**config.mk**
```make
export PLATFORM = sky130hd
export DESIGN_NAME = wildcard_byte_pattern_scanner
export DESIGN_NICKNAME = d
export VERILOG_FILES = /design/src/rtl/wbps_pkg.sv /design/src/rtl/wbps_cell.sv /design/src/rtl/wildcard_byte_pattern_scanner.sv
export SDC_FILE = /design/constraint.sdc
export NUM_CORES = 1
export LEC_CHECK = 0
export ABC_AREA = 1
export BUFFER_PORTS_ARGS = -buffer_cell sky130_fd_sc_hd__buf_2
export CORE_UTILIZATION = 26
export CTS_CLUSTER_SIZE = 40
export DETAILED_ROUTE_END_ITERATION = 12
export PLACE_DENSITY_LB_ADDON = 0.15
export SYNTH_ARGS = -nofsm -noshare
export SYNTH_HDL_FRONTEND = slang
export SYNTH_SLANG_ARGS = --single-unit
```
**constraint.sdc**
```tcl
create_clock -name clk -period 17.55 [get_ports clk]
set_input_delay 2.6325 -clock clk [delete_from_list [all_inputs] [get_ports clk]]
set_output_delay 2.6325 -clock clk [all_outputs]
set_load 0.05 [all_outputs]
```
**src/rtl/wbps_pkg.sv**
```systemverilog
// Shared constants, types and helpers of the wildcard byte pattern scanner
package wbps_pkg;

    // Number of match cells in the chain
    localparam int MAX_PATTERN = 16;
    // Pattern bytes held in the two pattern registers
    localparam int PAT_BYTES   = 16;

    localparam int BYTE_W      = 8;
    localparam int ADDR_W      = 64;
    localparam int DATA_W      = 64;
    localparam int LEN_W       = 5;
    localparam int CFG_ADDR_W  = 5;
    localparam int REG_IDX_W   = 2;
    localparam int EFF_W       = $clog2(MAX_PATTERN + 1);
    localparam int IDX_W       = (MAX_PATTERN > 1) ? $clog2(MAX_PATTERN) : 1;

    // Register indexes (byte address is 8 * index)
    localparam logic [REG_IDX_W-1:0] REG_PATTERN_LOW    = 2'd0;
    localparam logic [REG_IDX_W-1:0] REG_PATTERN_HIGH   = 2'd1;
    localparam logic [REG_IDX_W-1:0] REG_PATTERN_LENGTH = 2'd2;
    localparam logic [REG_IDX_W-1:0] REG_REGION_BASE    = 2'd3;

    // Per-word control broadcast to every cell
    typedef struct packed {
        logic advance;   // a word is taken this cycle
        logic clear;     // word is the last of the region
    } cell_ctrl_t;

    // Pattern byte i; bytes past the register pair act as wildcards
    function automatic logic [BYTE_W-1:0] pattern_byte(
        input logic [PAT_BYTES*BYTE_W-1:0] pattern,
        input int unsigned                 i
    );
        logic [BYTE_W-1:0] b;
        b = '0;
        if (i < PAT_BYTES)
        begin
            b = pattern[BYTE_W*i +: BYTE_W];
        end
        return b;
    endfunction

endpackage

```
**src/rtl/wbps_cell.sv**
```systemverilog
// One cell of the shift-and match chain: holds one partial match bit
module wbps_cell (
    input  logic                      clk,
    input  logic                      rst_n,
    input  wbps_pkg::cell_ctrl_t      ctrl,
    input  logic [wbps_pkg::BYTE_W-1:0] data_byte,
    input  logic [wbps_pkg::BYTE_W-1:0] pat_byte,
    input  logic                      prev_bit,
    output logic                      match_next,
    output logic                      match_bit
);
    import wbps_pkg::*;

    logic match_reg;
    logic match_reg_next;
    logic byte_ok;

    // Zero pattern byte matches anything
    assign byte_ok    = (pat_byte == '0) || (pat_byte == data_byte);
    assign match_next = prev_bit & byte_ok;
    assign match_bit  = match_reg;

    // Advance on each word, drop back to empty after the region's last word
    always_comb
    begin
        match_reg_next = match_reg;
        if (ctrl.advance)
        begin
            match_reg_next = ctrl.clear ? 1'b0 : match_next;
        end
    end

    always_ff @(posedge clk or negedge rst_n)
    begin
        if (!rst_n)
        begin
            match_reg <= 1'b0;
        end
        else
        begin
            match_reg <= match_reg_next;
        end
    end

endmodule

```
**src/rtl/wildcard_byte_pattern_scanner.sv**
```systemverilog
// Top level: config registers, match cell chain, offset counter and result register
// A result is registered: out_valid rises in the cycle after the word that causes it is taken.
// Throughput: one byte per cycle; the chain of cells updates every partial match
// at once, and in_ready drops only while an unread result sits in the output register.
// Reset (rst_n low, asynchronous): registers, match bits, offset and result clear.
module wildcard_byte_pattern_scanner (
    input  logic                          clk,
    input  logic                          rst_n,
    // configuration port
    input  logic                          psel,
    input  logic                          penable,
    input  logic                          pwrite,
    input  logic [wbps_pkg::CFG_ADDR_W-1:0] paddr,
    input  logic [wbps_pkg::DATA_W-1:0]   pwdata,
    output logic [wbps_pkg::DATA_W-1:0]   prdata,
    output logic                          pready,
    // byte stream in
    input  logic                          in_valid,
    output logic                          in_ready,
    input  logic [wbps_pkg::BYTE_W-1:0]   data_byte,
    input  logic                          last_byte,
    // result out
    output logic                          out_valid,
    input  logic                          out_ready,
    output logic                          found,
    output logic [wbps_pkg::ADDR_W-1:0]   match_address
);
    import wbps_pkg::*;

    logic [DATA_W-1:0]  pattern_low_reg;
    logic [DATA_W-1:0]  pattern_high_reg;
    logic [LEN_W-1:0]   pattern_length_reg;
    logic [ADDR_W-1:0]  region_base_reg;

    logic [ADDR_W-1:0]  offset_reg;
    logic [ADDR_W-1:0]  offset_reg_next;
    logic               reported_reg;
    logic               reported_reg_next;
    logic               out_valid_reg;
    logic               out_valid_reg_next;
    logic               found_reg;
    logic               found_reg_next;
    logic [ADDR_W-1:0]  addr_reg;
    logic [ADDR_W-1:0]  addr_reg_next;

    logic                        cfg_write;
    logic [REG_IDX_W-1:0]        reg_idx;
    logic                        in_fire;
    cell_ctrl_t                  ctrl;
    logic [PAT_BYTES*BYTE_W-1:0] pattern;
    logic [MAX_PATTERN-1:0]      chain_next;
    logic [MAX_PATTERN-1:0]      chain_bits;
    logic [EFF_W-1:0]            eff_len;
    logic [IDX_W-1:0]            tail_idx;
    logic                        hit;
    logic                        emit_found;
    logic                        emit_miss;
    logic [ADDR_W-1:0]           start_addr;

    // Configuration port
    assign pready    = 1'b1;
    assign reg_idx   = paddr[CFG_ADDR_W-1:3];
    assign cfg_write = psel && penable && pwrite && pready;

    always_ff @(posedge clk or negedge rst_n)
    begin
        if (!rst_n)
        begin
            pattern_low_reg    <= '0;
            pattern_high_reg   <= '0;
            pattern_length_reg <= '0;
            region_base_reg    <= '0;
        end
        else if (cfg_write)
        begin
            case (reg_idx)
                REG_PATTERN_LOW:    pattern_low_reg    <= pwdata;
                REG_PATTERN_HIGH:   pattern_high_reg   <= pwdata;
                REG_PATTERN_LENGTH: pattern_length_reg <= pwdata[LEN_W-1:0];
                REG_REGION_BASE:    region_base_reg    <= pwdata;
                default:            ;
            endcase
        end
    end

    always_comb
    begin
        case (reg_idx)
            REG_PATTERN_LOW:    prdata = pattern_low_reg;
            REG_PATTERN_HIGH:   prdata = pattern_high_reg;
            REG_PATTERN_LENGTH: prdata = DATA_W'(pattern_length_reg);
            REG_REGION_BASE:    prdata = region_base_reg;
            default:            prdata = '0;
        endcase
    end

    // Stream handshake: take a word unless a result is stuck in the output
    assign in_ready     = !out_valid_reg || out_ready;
    assign in_fire      = in_valid && in_ready;
    assign ctrl.advance = in_fire;
    assign ctrl.clear   = last_byte;
    assign pattern      = {pattern_high_reg, pattern_low_reg};

    // Chain of match cells; cell 0 always starts a new candidate
    for (genvar i = 0; i < MAX_PATTERN; i++)
    begin : g_cell
        logic prev;
        if (i == 0)
        begin : g_head
            assign prev = 1'b1;
        end
        else
        begin : g_link
            assign prev = chain_bits[i-1];
        end

        wbps_cell u_cell (
            .clk        (clk),
            .rst_n      (rst_n),
            .ctrl       (ctrl),
            .data_byte  (data_byte),
            .pat_byte   (pattern_byte(pattern, i)),
            .prev_bit   (prev),
            .match_next (chain_next[i]),
            .match_bit  (chain_bits[i])
        );
    end

    // Effective length saturates at the chain depth
    always_comb
    begin
        if (int'(pattern_length_reg) > MAX_PATTERN)
        begin
            eff_len = EFF_W'(MAX_PATTERN);
        end
        else
        begin
            eff_len = EFF_W'(pattern_length_reg);
        end
    end

    assign tail_idx   = IDX_W'(eff_len - EFF_W'(1));
    assign hit        = (eff_len != '0) && chain_next[tail_idx];
    assign emit_found = !reported_reg && hit;
    assign emit_miss  = !reported_reg && !hit && last_byte;
    assign start_addr = region_base_reg + offset_reg - ADDR_W'(eff_len - EFF_W'(1));

    // Scan state and result register
    always_comb
    begin
        offset_reg_next    = offset_reg;
        reported_reg_next  = reported_reg;
        out_valid_reg_next = out_valid_reg && !out_ready;
        found_reg_next     = found_reg;
        addr_reg_next      = addr_reg;
        if (in_fire)
        begin
            offset_reg_next   = last_byte ? '0 : offset_reg + ADDR_W'(1);
            reported_reg_next = last_byte ? 1'b0 : (reported_reg || hit);
            if (emit_found || emit_miss)
            begin
                out_valid_reg_next = 1'b1;
                found_reg_next     = emit_found;
                addr_reg_next      = emit_found ? start_addr : '0;
            end
        end
    end

    always_ff @(posedge clk or negedge rst_n)
    begin
        if (!rst_n)
        begin
            offset_reg    <= '0;
            reported_reg  <= 1'b0;
            out_valid_reg <= 1'b0;
            found_reg     <= 1'b0;
            addr_reg      <= '0;
        end
        else
        begin
            offset_reg    <= offset_reg_next;
            reported_reg  <= reported_reg_next;
            out_valid_reg <= out_valid_reg_next;
            found_reg     <= found_reg_next;
            addr_reg      <= addr_reg_next;
        end
    end

    assign out_valid     = out_valid_reg;
    assign found         = found_reg;
    assign match_address = addr_reg;

endmodule

```
==> results of run 1 <==
power breakdown:
group,switching [mW],leakage (nW),internal (mW)
clock,0.406,0.768,0.620
sequential,0.138,4.35,0.958
combinational,1.74,8.03,0.721
total,2.28,13.1,2.30
metal layers:
layer	up-vias	GRT usage [%]	wire length [um]
li1	10906	-	-
met3	138	2.59	4450
met2	540	31.4	42600
met4	10	5.74	2690
met1	10684	30.0	48400
met5	-	0	60
per-stage QoR:
stage	hold slack (ps)	std cells	total power, mW	utilization (%)
3_5_place_dp	464	4606	3.57	28.6
3_3_place_gp	458	4606	3.56	28.6
2_1_floorplan	455	3231	2.76	-
5_1_grt	513	4688	4.90	30.3
6_report	478	4689	4.58	30.3
4_1_cts	480	4688	4.61	30.3
cell usage in the layout, fill, tap and decap left out, drive strengths merged, types with 2 or more instances in the layout:
master and n:
a211oi 5, a21boi 2, a21o 5, a21oi 165, a22o 2, a31oi 9, a32o 14, buf 231
bufinv 8, clkbuf 62, clkinv 6, clkinvlp 4, dfrtp 343, fa 63, ha 66, inv 527
mux2 50, nand2 772, nand3 190, nand3b 28, nand4 82, nor2 245, nor3 66, nor4 36
o2111ai 5, o211ai 7, o21a 11, o21ai 253, o21bai 10, o221ai 55, xnor2 74, xor2 33
logic make-up (layout without fill, tap and decap cells):
| kind of cell | after synthesis | after routing | synth area share (%) |
|---|---|---|---|
| xor+xnor | 107 | 107 | 3.90 |
| compound gates | 544 | 544 | 12.9 |
| buf+inv | 635 | 838 | 10.7 |
| other cells | 1 | 2 | 0.0154 |
| flops | 343 | 343 | 35.2 |
| mux | 50 | 50 | 2.31 |
| simple gates | 1422 | 1422 | 26.5 |
| fa+ha+maj | 129 | 129 | 8.55 |
cell type report:
class / count / share of cell area (%)
Tap cell: 1254 / 5.56
Inverter: 525 / 6.98
Multi-Input combinational cell: 2253 / 47.1
Clock inverter: 20 / 1.22
Timing Repair Buffer: 231 / 4.30
Antenna cell: 1 / 0.00887
Sequential cell: 343 / 30.4
Clock buffer: 62 / 4.43
critical path, stage by stage:
cell and delay, ps:
buf_2 130, inv_1 80, nand2_4 630, clkinv_1 630, nand2_1 170, o2111ai_1 190, buf_2 300
path summary, 6_finish.rpt:
kind                                        from                  end  slack [ps]  cells after the start
max reg2reg                pattern_length_reg[0]    match_address[47]       12450                     23
min                                        found                found         480                      2
min in group asynchronous                  rst_n  pattern_low_reg[53]        2070                      1
max in group asynchronous                  rst_n  pattern_low_reg[29]       13210                      3
min reg2reg                                found                found         480                      2
max                                     paddr[4]            prdata[2]       10150                      7
==> flow_summary.toml, run 1 <==
[clock_tree]
htreeDepth = 2
clockBufferDepth = 3
cts.sinks = 343
root_buffer = "clkbuf_16"
ctsResizeCount = 0
postCtsHoldBufs = 0
tritoncts = "yes"
cts_setup_buffers = 0
clkSlewWorstSetupHoldPaths_ps = 50
clk-insertion-delay-late_ps = 600
cts_made_buffers = 45

[critical_path]
cp-end-kind = "primary output"
worstPathRequired_ps = 14920
critical_path_class = "in -> out"
worstPathArrival_ps = 4770
crit_fanout = 57
crit_path_start_kind = "primary input"

[yosys]
syn-instance-count = 3231
yosysTopAreaCell = "dfrtp_1"
synth_nets = 3445
synth_area_sq_um = 24400
yosysTopAreaCellShare_pct = 35.2
async_flop_share_pct = 100
synth-edff-count = 0
synth_most_common_cell = "nand2_1"
ys_types = 55
yosysWarnings = 0
yosys-top-cells-count = "nand2_1 (765), inv_1 (512), dfrtp_1 (343)"
ys_ff_latch = 343
seq_area_frac_synth_pct = 35.2
synth.area.top_cells = "dfrtp_1 (35%), nand2_1 (12%), inv_1 (7.9%)"
syn_area_per_cell_sq_um = 7.55
synth_top_flop_cell = "dfrtp_1"

[detailed_routing]
drt-initial-drc-count = 1575
antenna_left = 0
drc = 0
routed_wl_um = 98200
wl_per_cell_um = 20.9
vias = 22278
drt_pass1_iterations = 7
vias_per_cell = 4.75

[place]
place.gp.congestion = 0.914
placed_area_sq_um = 26600
port_buffers = 212
pre_cts_ws_ps = 10000
post-dp-hpwl_um = 75300

[run]
cap_violations = 0

[die]
die_h_um = 308
row_count = 112
die_area_sq_um = 95100
io_pins = 217
coreArea_sq_um = 93200
initial_utilization_pct = 26.2
fp.dieW_um = 308

[sta]
drv_slew = 0
tns_ps = 0
worst_slew_pin_slew_ps = 1060
rsz0062_at_grt = "false"
setup_slack_ps = 10150
finalSetupViolCount = 0
skew_ps = 19.8
layout_min_cycle_time_ps = 7400
period_share_pct = 42.2
fmax_mhz = 135
finalHoldViolCount = 0
slew_headroom_pct = 29.1

[min_path]
hp-class = "reg -> reg"

[final_layout]
fill_cells = 10335
syn_to_final_growth_pct = 15.6
final_area_sq_um = 28200
nets = 3613
drive_above_1_share_pct = 13.2
seqCellArea_sq_um = 8580
multi_input_area_sq_um = 13300

[pwr]
ir_drop_mv = 0.0749
power_density_nw_per_um2 = 162
power_leakage_nw = 13.1

[global_route]
grt_overflow = 0
grt_max_degree = 105
grt_antenna_before_repair = 6
grt_pass1_vias = 21742
grt_pass1_wl_um = 145000
grtUsageTotal_pct = 20.5

[status]
outcome = "finished clean"
No activity file was read; power rests on OpenSTA's default activity.
==> run 2, diff against run 1 <==
- clock period: 17.55 -> 6.2 ns (I/O delays scaled with it)
==> flow_summary.toml, run 2 (synthesis results as in run 1) <==
[sta]
period_share_pct = 78.6
tns_ps = 0
finalHoldViolCount = 0
skew_ps = 27.1
rsz0062_at_grt = "false"
holdWs_ps = 340
layout_min_cycle_time_ps = 4870
drv_slew = 0
slew_headroom_pct = 20.2
fmax_mhz = 205
finalSetupViolCount = 0
worst_slew_pin_slew_ps = 1200

[detailed_routing]
antenna_left = 0
vias = 22332
wl_per_cell_um = 21.0
drt-initial-drc-count = 1545
vias_per_cell = 4.76
routed_wl_um = 98700
drc = 0
drt_pass1_iterations = 6

[critical_path]
crit_top_cell = "nand2_1"
worstPathArrival_ps = 5360
cp_top_family = "simple AND/OR/NAND/NOR gates"
crit_fanout = 11
cp-end-kind = "flip-flop"
r2r-start = "pattern_length_reg[0]"
worst-path-buf-inv = 2
critical_path_class = "reg -> reg"
crit_slowest_cell = "o21ai_0"
worstPathRequired_ps = 6680
crit_chain = "nor3_2 -> nand2_1 -> nand2_2 -> nand2_4 -> ha_1 -> inv_1 -> nor3_1 -> a21oi_1 -> fa_1 -> ha_1 -> nand2_1 -> inv_1 -> a21oi_1 -> o21ai_0 -> nand2_1 -> nand2_1 -> nand4_1 -> nand3_1 -> nand2_1 -> nand4_1 -> nand2_1"
critPathMaxStageDelay_ps = 640
cp-startpoint = "pattern_length_reg[0]"
crit_path_start_kind = "flip-flop"

[clock_tree]
tritoncts = "yes"
clockBufferDepth = 3
htreeDepth = 2
cts.sinks = 343
cts_setup_buffers = 0
clkSlewWorstSetupHoldPaths_ps = 60
clk-insertion-delay-late_ps = 610
cts_made_buffers = 45
ctsResizeCount = 0
postCtsHoldBufs = 0
root_buffer = "clkbuf_16"

[place]
placed_area_sq_um = 26700
post-dp-hpwl_um = 76500
port_buffers = 212
place.gp.congestion = 0.919

[pwr]
ir_drop_mv = 0.211
power_leakage_nw = 13.2
power_density_nw_per_um2 = 455

[final_layout]
drive_above_1_share_pct = 13.4
final_area_sq_um = 28200
syn_to_final_growth_pct = 15.6
nets = 3617
layout.cells.most_common = "nand2_1"
final_cell_mix = "nand2_1 (762), inv_1 (511), dfrtp_1 (343)"
utilization_pct = 30.3

[global_route]
grtUsageTotal_pct = 20.6
grt_overflow = 0
grt_pass1_wl_um = 145000
grt_max_degree = 112
grt_antenna_before_repair = 6
grt_pass1_vias = 21800

[die]
fp.dieW_um = 308
die_area_sq_um = 95100
initial_utilization_pct = 26.2
coreArea_sq_um = 93200
io_pins = 217
row_count = 112
die_h_um = 308

[run]
cap_violations = 0

[status]
outcome = "finished clean"

[min_path]
hp-class = "in -> async"
[run 2: cell types whose count changed in the layout (fill, tap and decap cells not counted), sizes merged]
cell / before / now
diode: 1 / 4
clkinv: 6 / 12
buf: 231 / 235
clkinvlp: 4 / 2
bufinv: 8 / 3
[run 2: final timing paths]
check	endpoint	slack, ps	cells past startpoint
hold reg to reg	found	480	2
setup / recovery	match_address[53]	1330	21
max in group asynchronous	region_base_reg[7]	4630	2
hold / removal	pattern_high_reg[47]	340	1
setup reg to reg	match_address[53]	1330	21
min in group clk	found	480	2
[run 2: layer usage]
layer	GRT usage (%)	vias up	wire length (um)	share of wire, %
li1	-	10900	-	-
met1	29.9	10655	48000	49
met2	31.5	641	42700	43
met3	2.56	130	5020	5.1
met4	6.14	6	2890	2.9
met5	0	-	40	0.041
[run 2: power breakdown]
part           total (mW)  switching (mW)  leakage [nW]  internal [mW]
combinational        7.04            4.98          8.07           2.07
clock                2.72            1.13         0.745           1.59
sequential           3.09           0.378          4.35           2.71
total                12.8            6.48          13.2           6.36
[run 2: area by class of cell]
cell class | instances | area [sq um]
tap | 1254 | 1570
multi-input combinational | 2253 | 13300
timing repair buffer | 235 | 1290
inverter | 525 | 1970
fill | 10327 | 65000
antenna | 4 | 10.0
clock inverter | 19 | 209
clock buffer | 62 | 1290
sequential | 343 | 8580
[run 2: stage by stage]
stage               setup WS (ps)  instances  power, mW
finish                       1330       4695       12.8
global route                  880       4691       13.8
CTS                          1320       4691       12.9
detailed placement           1350       4610       10.1
global placement             1350       4610       10.1
floorplan                    1040       3231       7.80
